<file path="src/tcw_pkg.sv">
// ----------------------------------------------------------------------------
// Text console package
// Command codes, character codes, sequencer states and the result bundle.
// ----------------------------------------------------------------------------
`default_nettype none

package tcw_pkg;

  localparam logic [2:0] CMD_PUT     = 3'd0;
  localparam logic [2:0] CMD_CLR_ALL = 3'd1;
  localparam logic [2:0] CMD_CLR_CHR = 3'd2;
  localparam logic [2:0] CMD_FILL    = 3'd3;
  localparam logic [2:0] CMD_READ    = 3'd4;

  localparam logic [7:0] CH_TAB   = 8'h09;
  localparam logic [7:0] CH_LF    = 8'h0A;
  localparam logic [7:0] CH_CR    = 8'h0D;
  localparam logic [7:0] CH_SPACE = 8'h20;
  localparam logic [7:0] CH_BLANK = 8'h00;

  localparam logic [7:0] RESET_COLOR = 8'h07;

  typedef enum logic [3:0] {
    ST_INIT,
    ST_IDLE,
    ST_EXEC,
    ST_RDWAIT,
    ST_TAB,
    ST_SWEEP,
    ST_SCR_COPY,
    ST_SCR_FILL,
    ST_DONE
  } tcw_state_t;

  typedef struct packed {
    logic [6:0]  cursor_x;
    logic [4:0]  cursor_y;
    logic [10:0] cursor_linear;
    logic [7:0]  read_char;
    logic [7:0]  read_color;
    logic        scrolled;
  } res_t;

endpackage

`default_nettype wire

</file>
<file path="src/tcw_ctrl.sv">
// ----------------------------------------------------------------------------
// Text console sequencer
// Cursor state, command decode and the address walks over the cell memories.
// ----------------------------------------------------------------------------
`default_nettype none

module tcw_ctrl #(
  parameter int COLUMNS  = 80,
  parameter int ROWS     = 25,
  parameter int TAB_STOP = 4,
  parameter int AW       = 11
) (
  input  wire logic          clk,
  input  wire logic          rst_n,
  input  wire logic          in_valid,
  output logic               in_stall,
  input  wire logic [2:0]    in_command,
  input  wire logic [7:0]    in_char_code,
  input  wire logic [7:0]    in_color,
  input  wire logic [6:0]    in_cell_x,
  input  wire logic [4:0]    in_cell_y,
  input  wire logic [7:0]    default_color,
  output logic               res_valid,
  input  wire logic          res_ready,
  output tcw_pkg::res_t      res,
  output logic               ram_we_char,
  output logic               ram_we_color,
  output logic      [AW-1:0] ram_waddr,
  output logic      [7:0]    ram_wchar,
  output logic      [7:0]    ram_wcolor,
  output logic      [AW-1:0] ram_raddr,
  input  wire logic [7:0]    ram_rchar,
  input  wire logic [7:0]    ram_rcolor
);

  localparam int CELLS = COLUMNS * ROWS;
  localparam int CW    = $clog2(COLUMNS);
  localparam int RW    = $clog2(ROWS);
  localparam int TW    = $clog2(TAB_STOP + 1);

  localparam logic [AW-1:0] LAST_CELL  = AW'(CELLS - 1);
  localparam logic [AW-1:0] COPY_START = AW'(COLUMNS);
  localparam logic [AW-1:0] FILL_START = AW'((ROWS - 1) * COLUMNS);
  localparam logic [CW-1:0] LAST_COL   = CW'(COLUMNS - 1);
  localparam logic [RW-1:0] LAST_ROW   = RW'(ROWS - 1);
  localparam logic [TW-1:0] LAST_TMOD  = TW'(TAB_STOP - 1);

  tcw_pkg::tcw_state_t state_r, state_nxt;

  logic [2:0]    cmd_r, cmd_nxt;
  logic [7:0]    char_r, char_nxt;
  logic [7:0]    fill_color_r, fill_color_nxt;
  logic [AW-1:0] rd_addr_r, rd_addr_nxt;
  logic          rd_ok_r, rd_ok_nxt;
  logic [CW-1:0] col_r, col_nxt;
  logic [RW-1:0] row_r, row_nxt;
  logic [TW-1:0] tmod_r, tmod_nxt;
  logic [TW-1:0] tab_left_r, tab_left_nxt;
  logic [AW-1:0] sweep_r, sweep_nxt;
  logic          pend_r, pend_nxt;
  logic [AW-1:0] pend_addr_r, pend_addr_nxt;
  logic          scrolled_r, scrolled_nxt;
  logic [7:0]    rd_char_r, rd_char_nxt;
  logic [7:0]    rd_color_r, rd_color_nxt;

  logic          acc;
  logic          sweep_last;
  logic          col_last;
  logic          row_last;
  logic          step_scroll;
  logic [CW-1:0] step_col;
  logic [RW-1:0] step_row;
  logic [TW-1:0] step_tmod;
  logic [7:0]    step_char;
  logic [31:0]   col_ext;
  logic [31:0]   row_ext;
  logic [31:0]   lin_ext;
  logic [AW-1:0] cur_lin;
  logic [31:0]   in_lin_ext;

  assign in_stall = !((state_r == tcw_pkg::ST_IDLE) ||
                      ((state_r == tcw_pkg::ST_DONE) && res_ready));
  assign acc      = in_valid && !in_stall;

  assign sweep_last = (sweep_r == LAST_CELL);
  assign col_last   = (col_r == LAST_COL);
  assign row_last   = (row_r == LAST_ROW);

  // Cursor after one plain character; wrapping on the last row scrolls instead
  assign step_scroll = col_last && row_last;
  assign step_col    = col_last ? '0 : col_r + CW'(1);
  assign step_row    = (col_last && !row_last) ? row_r + RW'(1) : row_r;
  assign step_tmod   = (col_last || (tmod_r == LAST_TMOD)) ? '0 : tmod_r + TW'(1);
  assign step_char   = (state_r == tcw_pkg::ST_TAB) ? tcw_pkg::CH_SPACE : char_r;

  assign col_ext = 32'(col_r);
  assign row_ext = 32'(row_r);
  assign lin_ext = row_ext * COLUMNS + col_ext;
  assign cur_lin = lin_ext[AW-1:0];

  assign in_lin_ext = 32'(in_cell_y) * COLUMNS + 32'(in_cell_x);

  // Next state
  always_comb begin
    state_nxt = state_r;
    unique case (state_r)
      tcw_pkg::ST_INIT: begin
        if (sweep_last) state_nxt = tcw_pkg::ST_IDLE;
      end
      tcw_pkg::ST_IDLE: begin
        if (acc) state_nxt = tcw_pkg::ST_EXEC;
      end
      tcw_pkg::ST_EXEC: begin
        unique case (cmd_r)
          tcw_pkg::CMD_PUT: begin
            case (char_r)
              tcw_pkg::CH_LF:  state_nxt = row_last ? tcw_pkg::ST_SCR_COPY : tcw_pkg::ST_DONE;
              tcw_pkg::CH_CR:  state_nxt = tcw_pkg::ST_DONE;
              tcw_pkg::CH_TAB: state_nxt = tcw_pkg::ST_TAB;
              default:         state_nxt = step_scroll ? tcw_pkg::ST_SCR_COPY
                                                       : tcw_pkg::ST_DONE;
            endcase
          end
          tcw_pkg::CMD_CLR_ALL,
          tcw_pkg::CMD_CLR_CHR,
          tcw_pkg::CMD_FILL: state_nxt = tcw_pkg::ST_SWEEP;
          tcw_pkg::CMD_READ: state_nxt = tcw_pkg::ST_RDWAIT;
          default:           state_nxt = tcw_pkg::ST_DONE;
        endcase
      end
      tcw_pkg::ST_TAB: begin
        if (step_scroll) state_nxt = tcw_pkg::ST_SCR_COPY;
        else if (tab_left_r == TW'(1)) state_nxt = tcw_pkg::ST_DONE;
      end
      tcw_pkg::ST_SWEEP: begin
        if (sweep_last) state_nxt = tcw_pkg::ST_DONE;
      end
      tcw_pkg::ST_SCR_COPY: begin
        if (sweep_last) state_nxt = tcw_pkg::ST_SCR_FILL;
      end
      tcw_pkg::ST_SCR_FILL: begin
        if (!pend_r && sweep_last) begin
          state_nxt = (tab_left_r != '0) ? tcw_pkg::ST_TAB : tcw_pkg::ST_DONE;
        end
      end
      tcw_pkg::ST_RDWAIT: state_nxt = tcw_pkg::ST_DONE;
      tcw_pkg::ST_DONE: begin
        if (res_ready) state_nxt = acc ? tcw_pkg::ST_EXEC : tcw_pkg::ST_IDLE;
      end
      default: state_nxt = tcw_pkg::ST_INIT;
    endcase
  end

  // Datapath and memory ports
  always_comb begin
    cmd_nxt        = cmd_r;
    char_nxt       = char_r;
    fill_color_nxt = fill_color_r;
    rd_addr_nxt    = rd_addr_r;
    rd_ok_nxt      = rd_ok_r;
    col_nxt        = col_r;
    row_nxt        = row_r;
    tmod_nxt       = tmod_r;
    tab_left_nxt   = tab_left_r;
    sweep_nxt      = sweep_r;
    pend_nxt       = 1'b0;
    pend_addr_nxt  = pend_addr_r;
    scrolled_nxt   = scrolled_r;
    rd_char_nxt    = rd_char_r;
    rd_color_nxt   = rd_color_r;

    ram_we_char  = 1'b0;
    ram_we_color = 1'b0;
    ram_waddr    = cur_lin;
    ram_wchar    = tcw_pkg::CH_BLANK;
    ram_wcolor   = default_color;
    ram_raddr    = sweep_r;

    if (acc) begin
      cmd_nxt        = in_command;
      char_nxt       = in_char_code;
      fill_color_nxt = in_color;
      rd_addr_nxt    = in_lin_ext[AW-1:0];
      rd_ok_nxt      = (32'(in_cell_x) < COLUMNS) && (32'(in_cell_y) < ROWS);
      scrolled_nxt   = 1'b0;
      tab_left_nxt   = '0;
      rd_char_nxt    = '0;
      rd_color_nxt   = '0;
    end

    // Write back the row copy read in the previous cycle
    if (pend_r) begin
      ram_we_char  = 1'b1;
      ram_we_color = 1'b1;
      ram_waddr    = pend_addr_r;
      ram_wchar    = ram_rchar;
      ram_wcolor   = ram_rcolor;
    end

    unique case (state_r)
      tcw_pkg::ST_INIT: begin
        ram_we_char  = 1'b1;
        ram_we_color = 1'b1;
        ram_waddr    = sweep_r;
        ram_wcolor   = tcw_pkg::RESET_COLOR;
        sweep_nxt    = sweep_last ? '0 : sweep_r + AW'(1);
      end
      tcw_pkg::ST_EXEC: begin
        unique case (cmd_r)
          tcw_pkg::CMD_PUT: begin
            case (char_r)
              tcw_pkg::CH_LF: begin
                col_nxt  = '0;
                tmod_nxt = '0;
                if (row_last) begin
                  sweep_nxt    = COPY_START;
                  scrolled_nxt = 1'b1;
                end else begin
                  row_nxt = row_r + RW'(1);
                end
              end
              tcw_pkg::CH_CR: begin
                col_nxt  = '0;
                tmod_nxt = '0;
              end
              tcw_pkg::CH_TAB: begin
                tab_left_nxt = TW'(TAB_STOP) - tmod_r;
              end
              default: begin
                ram_we_char = 1'b1;
                ram_waddr   = cur_lin;
                ram_wchar   = step_char;
                col_nxt     = step_col;
                row_nxt     = step_row;
                tmod_nxt    = step_tmod;
                if (step_scroll) begin
                  sweep_nxt    = COPY_START;
                  scrolled_nxt = 1'b1;
                end
              end
            endcase
          end
          tcw_pkg::CMD_CLR_ALL,
          tcw_pkg::CMD_CLR_CHR: begin
            sweep_nxt = '0;
            col_nxt   = '0;
            row_nxt   = '0;
            tmod_nxt  = '0;
          end
          tcw_pkg::CMD_FILL: begin
            sweep_nxt = '0;
          end
          tcw_pkg::CMD_READ: begin
            ram_raddr = rd_addr_r;
          end
          default: begin
          end
        endcase
      end
      tcw_pkg::ST_TAB: begin
        ram_we_char  = 1'b1;
        ram_waddr    = cur_lin;
        ram_wchar    = step_char;
        col_nxt      = step_col;
        row_nxt      = step_row;
        tmod_nxt     = step_tmod;
        tab_left_nxt = tab_left_r - TW'(1);
        if (step_scroll) begin
          sweep_nxt    = COPY_START;
          scrolled_nxt = 1'b1;
        end
      end
      tcw_pkg::ST_SWEEP: begin
        ram_we_char  = (cmd_r == tcw_pkg::CMD_CLR_ALL) || (cmd_r == tcw_pkg::CMD_CLR_CHR);
        ram_we_color = (cmd_r == tcw_pkg::CMD_CLR_ALL) || (cmd_r == tcw_pkg::CMD_FILL);
        ram_waddr    = sweep_r;
        ram_wcolor   = (cmd_r == tcw_pkg::CMD_FILL) ? fill_color_r : default_color;
        sweep_nxt    = sweep_r + AW'(1);
      end
      tcw_pkg::ST_SCR_COPY: begin
        ram_raddr     = sweep_r;
        pend_nxt      = 1'b1;
        pend_addr_nxt = sweep_r - COPY_START;
        sweep_nxt     = sweep_last ? FILL_START : sweep_r + AW'(1);
      end
      tcw_pkg::ST_SCR_FILL: begin
        // Hold the fill while the last copied cell is written back
        if (!pend_r) begin
          ram_we_char  = 1'b1;
          ram_we_color = 1'b1;
          ram_waddr    = sweep_r;
          sweep_nxt    = sweep_r + AW'(1);
        end
      end
      tcw_pkg::ST_RDWAIT: begin
        rd_char_nxt  = rd_ok_r ? ram_rchar : '0;
        rd_color_nxt = rd_ok_r ? ram_rcolor : '0;
      end
      tcw_pkg::ST_IDLE, tcw_pkg::ST_DONE: begin
      end
      default: begin
      end
    endcase
  end

  always_comb begin
    res_valid         = (state_r == tcw_pkg::ST_DONE);
    res.cursor_x      = col_ext[6:0];
    res.cursor_y      = row_ext[4:0];
    res.cursor_linear = lin_ext[10:0];
    res.read_char     = rd_char_r;
    res.read_color    = rd_color_r;
    res.scrolled      = scrolled_r;
  end

  always_ff @(posedge clk) begin
    if (!rst_n) begin
      state_r    <= tcw_pkg::ST_INIT;
      col_r      <= '0;
      row_r      <= '0;
      tmod_r     <= '0;
      tab_left_r <= '0;
      sweep_r    <= '0;
      pend_r     <= 1'b0;
    end else begin
      state_r    <= state_nxt;
      col_r      <= col_nxt;
      row_r      <= row_nxt;
      tmod_r     <= tmod_nxt;
      tab_left_r <= tab_left_nxt;
      sweep_r    <= sweep_nxt;
      pend_r     <= pend_nxt;
    end
  end

  always_ff @(posedge clk) begin
    cmd_r        <= cmd_nxt;
    char_r       <= char_nxt;
    fill_color_r <= fill_color_nxt;
    rd_addr_r    <= rd_addr_nxt;
    rd_ok_r      <= rd_ok_nxt;
    pend_addr_r  <= pend_addr_nxt;
    scrolled_r   <= scrolled_nxt;
    rd_char_r    <= rd_char_nxt;
    rd_color_r   <= rd_color_nxt;
  end

endmodule

`default_nettype wire

</file>
<file path="config.mk">
export PLATFORM = sky130hd
export DESIGN_NAME = tcw_ctrl
export DESIGN_NICKNAME = d
export VERILOG_FILES = /design/src/tcw_pkg.sv /design/src/tcw_ctrl.sv
export SDC_FILE = /design/constraint.sdc
export NUM_CORES = 1
export LEC_CHECK = 0
export BUFFER_PORTS_ARGS = -buffer_cell sky130_fd_sc_hd__buf_2
export CORE_ASPECT_RATIO = 1.4
export CORE_MARGIN = 1.5
export CORE_UTILIZATION = 49
export CTS_CLUSTER_DIAMETER = 30
export CTS_CLUSTER_SIZE = 25
export DETAILED_ROUTE_END_ITERATION = 10
export PLACE_DENSITY = 0.77
export SKIP_CTS_REPAIR_TIMING = 1
export SLEW_MARGIN = 30
export SYNTH_ARGS = -nofsm -noshare
export SYNTH_HDL_FRONTEND = slang
export SYNTH_SLANG_ARGS = --single-unit
</file>
<file path="constraint.sdc">
create_clock -name clk -period 2.8 [get_ports clk]
set_input_delay 0.7 -clock clk [delete_from_list [all_inputs] [get_ports clk]]
set_output_delay 0.7 -clock clk [all_outputs]
set_load 0.01 [all_outputs]
</file>
==> impl_metrics.py <==
metrics = {
    "status": {
        "outcome": "finished, violations left",
        "violations": "setup timing",
    },
    "sta": {
        "slew_viol_final": 0,
        "setup_ws_ps": -490.0,
        "achievable-frequency_ghz": 0.3039,
        "period_needed_ps": 3290,
        "worstMarginPinSlew_ps": 674.0,
        "finalSetupViolCount": 24,
        "rsz0062_at_grt": "true",
        "finalHoldViolations": 0,
        "clock_skew_ps": 5.751,
        "tns_ps": -7064,
        "slew_headroom": 0.5476,
        "finalCritPeriodShare": 1.175,
    },
    "yosys": {
        "synth-seq-cells": 93,
        "async_flop_share": 0,
        "synth_area_um2": 5808,
        "ys_types": 72,
        "syn-num-nets": 701,
        "netlist_instances": 608,
        "postSynthAreaPerCell_um2": 9.553,
        "yosysSeqAreaShare": 0.4205,
        "ys_warn_count": 0,
        "synth_edf_count": 58,
        "synth_ff_type": "edfxtp_1",
    },
    "placed_design": {
        "gp_congestion": 0.9351,
        "detailed_place_hpwl_um": 12940,
        "io_buffers": 140,
        "place_area_um2": 7046,
    },
    "clocking": {
        "cts_tree": "done",
        "ctsLongestPathBuffers": 2,
        "h-tree-depth": 3,
        "clk_pin_slew_ps": 60,
        "cts-root-buf": "clkbuf_16",
        "clk_latency_ps": 340,
        "numCtsBuffers": 9,
        "cts.sinks": 93,
    },
    "floorplanning": {
        "initial_core_util": 0.5071,
        "coreArea_um2": 11450,
        "fp.dieArea_um2": 12520,
        "rows": 46,
        "num_io_pins": 141,
        "die_y_um": 131.8,
        "die_x_um": 95.02,
    },
    "critical_path": {
        "cpMaxStageDelayCell": "fa_2",
        "crit_chain": "ha_4, ha_4, fa_2, o2111ai_2, xnor2_2, xnor2_2, o211ai_1, nand3_1, buf_2",
        "critPathCaptureType": "primary output",
        "critPathMaxFanout": 3,
        "ff2ff_path_depth": 7,
        "arrival_ps": 2590,
        "required_ps": 2100,
        "critPathKind": "reg2out",
        "critPathMaxStageDelay_ps": 590,
        "crit_path_start_kind": "register",
        "reg2reg_setup_slack_ps": 290,
    },
    "drt": {
        "dr.pass1.iters": 5,
        "vias": 5572,
        "drc": 0,
        "postRouteAntennaNets": 0,
        "avgRoutedWirePerCell_um": 18.13,
        "routed_wl_um": 17150,
        "dr.first_iter.drc_count": 320,
        "avgViaCountPerCell": 5.890,
    },
    "global_route": {
        "grt-ovfl-total": 0,
        "grt_pass1_vias": 5530,
        "grt_pass1_wl_um": 26160,
        "antenna_found_initial": 0,
        "grt_util_all_layers": 0.2671,
        "grt_max_degree": 24,
    },
    "finish": {
        "final_cell_mix": "buf_2, buf_4, edfxtp_1, nor2_1, nand2_1",
        "num_antenna_cells": 0,
        "final_nets": 890,
        "area_growth_pct": 31.60,
        "final_area_um2": 7644,
        "drive_gt1_frac": 0.3566,
        "mostFrequentLayoutCell": "buf_2",
    },
    "worst_hold_path": {
        "whs_path_depth": 1,
        "hp-class": "reg2reg",
    },
    "pwr": {
        "power.total_mw": 4.398,
        "p_leak_nw": 3.294,
        "peakVddDrop_mv": 0.3526,
        "p_per_area_nw_per_um2": 575.4,
    },
    "job": {
        "maxCapViolations": 0,
    },
}
[worst max-delay path: cells and delay by family (launching register included)]
| family | cells | cell delay (ps) |
|---|---|---|
| compound gates | 2 | 330 |
| buf+inv | 1 | 140 |
| flops | 1 | 350 |
| xor+xnor | 2 | 360 |
| fa+ha+maj | 3 | 990 |
| simple gates | 1 | 80 |
[logic make-up (layout without fill, tap and decap cells)]
family	count (synthesis)	after routing	share of synthesized area
AOI/OAI and AO/OA	146	146	0.1637
DFF	93	93	0.4205
xor gates and xnor gates	28	28	0.04222
buffers and inverters	57	251	0.04330
muxes	23	23	0.04201
and+or+nand+nor	227	227	0.2098
adders and majority gates	34	34	0.07842
[synthesized netlist by cell type, types with 3 or more instances]
cell       n  area share
a21o_1     6      0.0078
a21oi_1   31       0.027
a221o_1   10       0.017
a22oi_1    4      0.0052
and2_1    24       0.026
and3_1     8      0.0086
buf_1      3      0.0019
buf_2      3      0.0026
buf_4      5      0.0065
clkbuf_1  18       0.012
dfxtp_1   35        0.12
edfxtp_1  58        0.30
fa_1       4       0.014
ha_1      30       0.065
inv_1     26       0.017
mux2_2    11       0.021
mux2i_1   12       0.021
nand2_1   40       0.026
nand2b_1  10       0.011
nand3_1   31       0.027
nand3b_1   4      0.0052
nand4_1    5      0.0054
nor2_1    47       0.030
nor2b_1   17       0.018
nor3_1    12       0.010
nor3b_1    3      0.0039
nor4_1     5      0.0054
o211ai_1   5      0.0065
o21a_1     5      0.0065
o21ai_0   42       0.036
o21ai_1    4      0.0034
o22ai_1   10       0.011
or3_1      4      0.0043
xnor2_1   16       0.024
xor2_1    12       0.018
[through the flow]
| step | instances | setup WS (ps) | hold slack, ps | util |
|---|---|---|---|---|
| after floorplan | 608 | -45.25 | 427.5 | - |
| after CTS | 936 | -519.2 | 466.9 | 0.6410 |
| final | 946 | -490.0 | 465.4 | 0.6674 |
| after global routing | 946 | -549.2 | 494.3 | 0.6674 |
| after detailed placement | 920 | -136.3 | 451.8 | 0.6151 |
| after global placement | 920 | -114.5 | 431.7 | 0.6151 |
[state kept, by name, indices dropped and copies added, names as in the netlist]
name	cells
rd_color_r	8
state_r	4
char_r	8
pend_r	1
tab_left_r	3
row_r	5
sweep_r	11
rd_addr_r	11
pend_addr_r	11
col_r	7
cmd_r	3
rd_ok_r	1
rd_char_r	8
fill_color_r	8
scrolled_r	1
tmod_r	3
[metal layers]
layer | wire [µm] | GRT usage
met1 | 6204 | 0.2921
met2 | 9332 | 0.4885
met4 | 723 | 0.1310
met3 | 886 | 0.03806
met5 | 0 | 0
[where the power goes]
group	internal [mW]	switching (mW)
Sequential	1.63	0.104
Combinational	0.588	0.841
Clock	0.716	0.514
Total	2.94	1.46
[path summary, 6_finish.rpt]
kind | start | end
worst min-delay path | scrolled_r$_DFF_P_ | scrolled_r$_DFF_P_
worst max-delay path | row_r[3]$_SDFFE_PN0P_ | ram_waddr[10]
worst min register to register | scrolled_r$_DFF_P_ | scrolled_r$_DFF_P_
worst max register to register | sweep_r[0]$_SDFFE_PN0P_ | sweep_r[1]$_SDFFE_PN0P_
[area by class of cell]
class                           instances  area, µm²
Fill cell                             936       3810
Multi-Input combinational cell        458       3338
Sequential cell                        93       2456
Timing Repair Buffer                  209       1275
Clock buffer                           12      246.5
Tap cell                              144      180.2
Inverter                               26      97.59
Clock inverter                          4      50.05
Note: power is estimated with default switching activity, not from simulation.
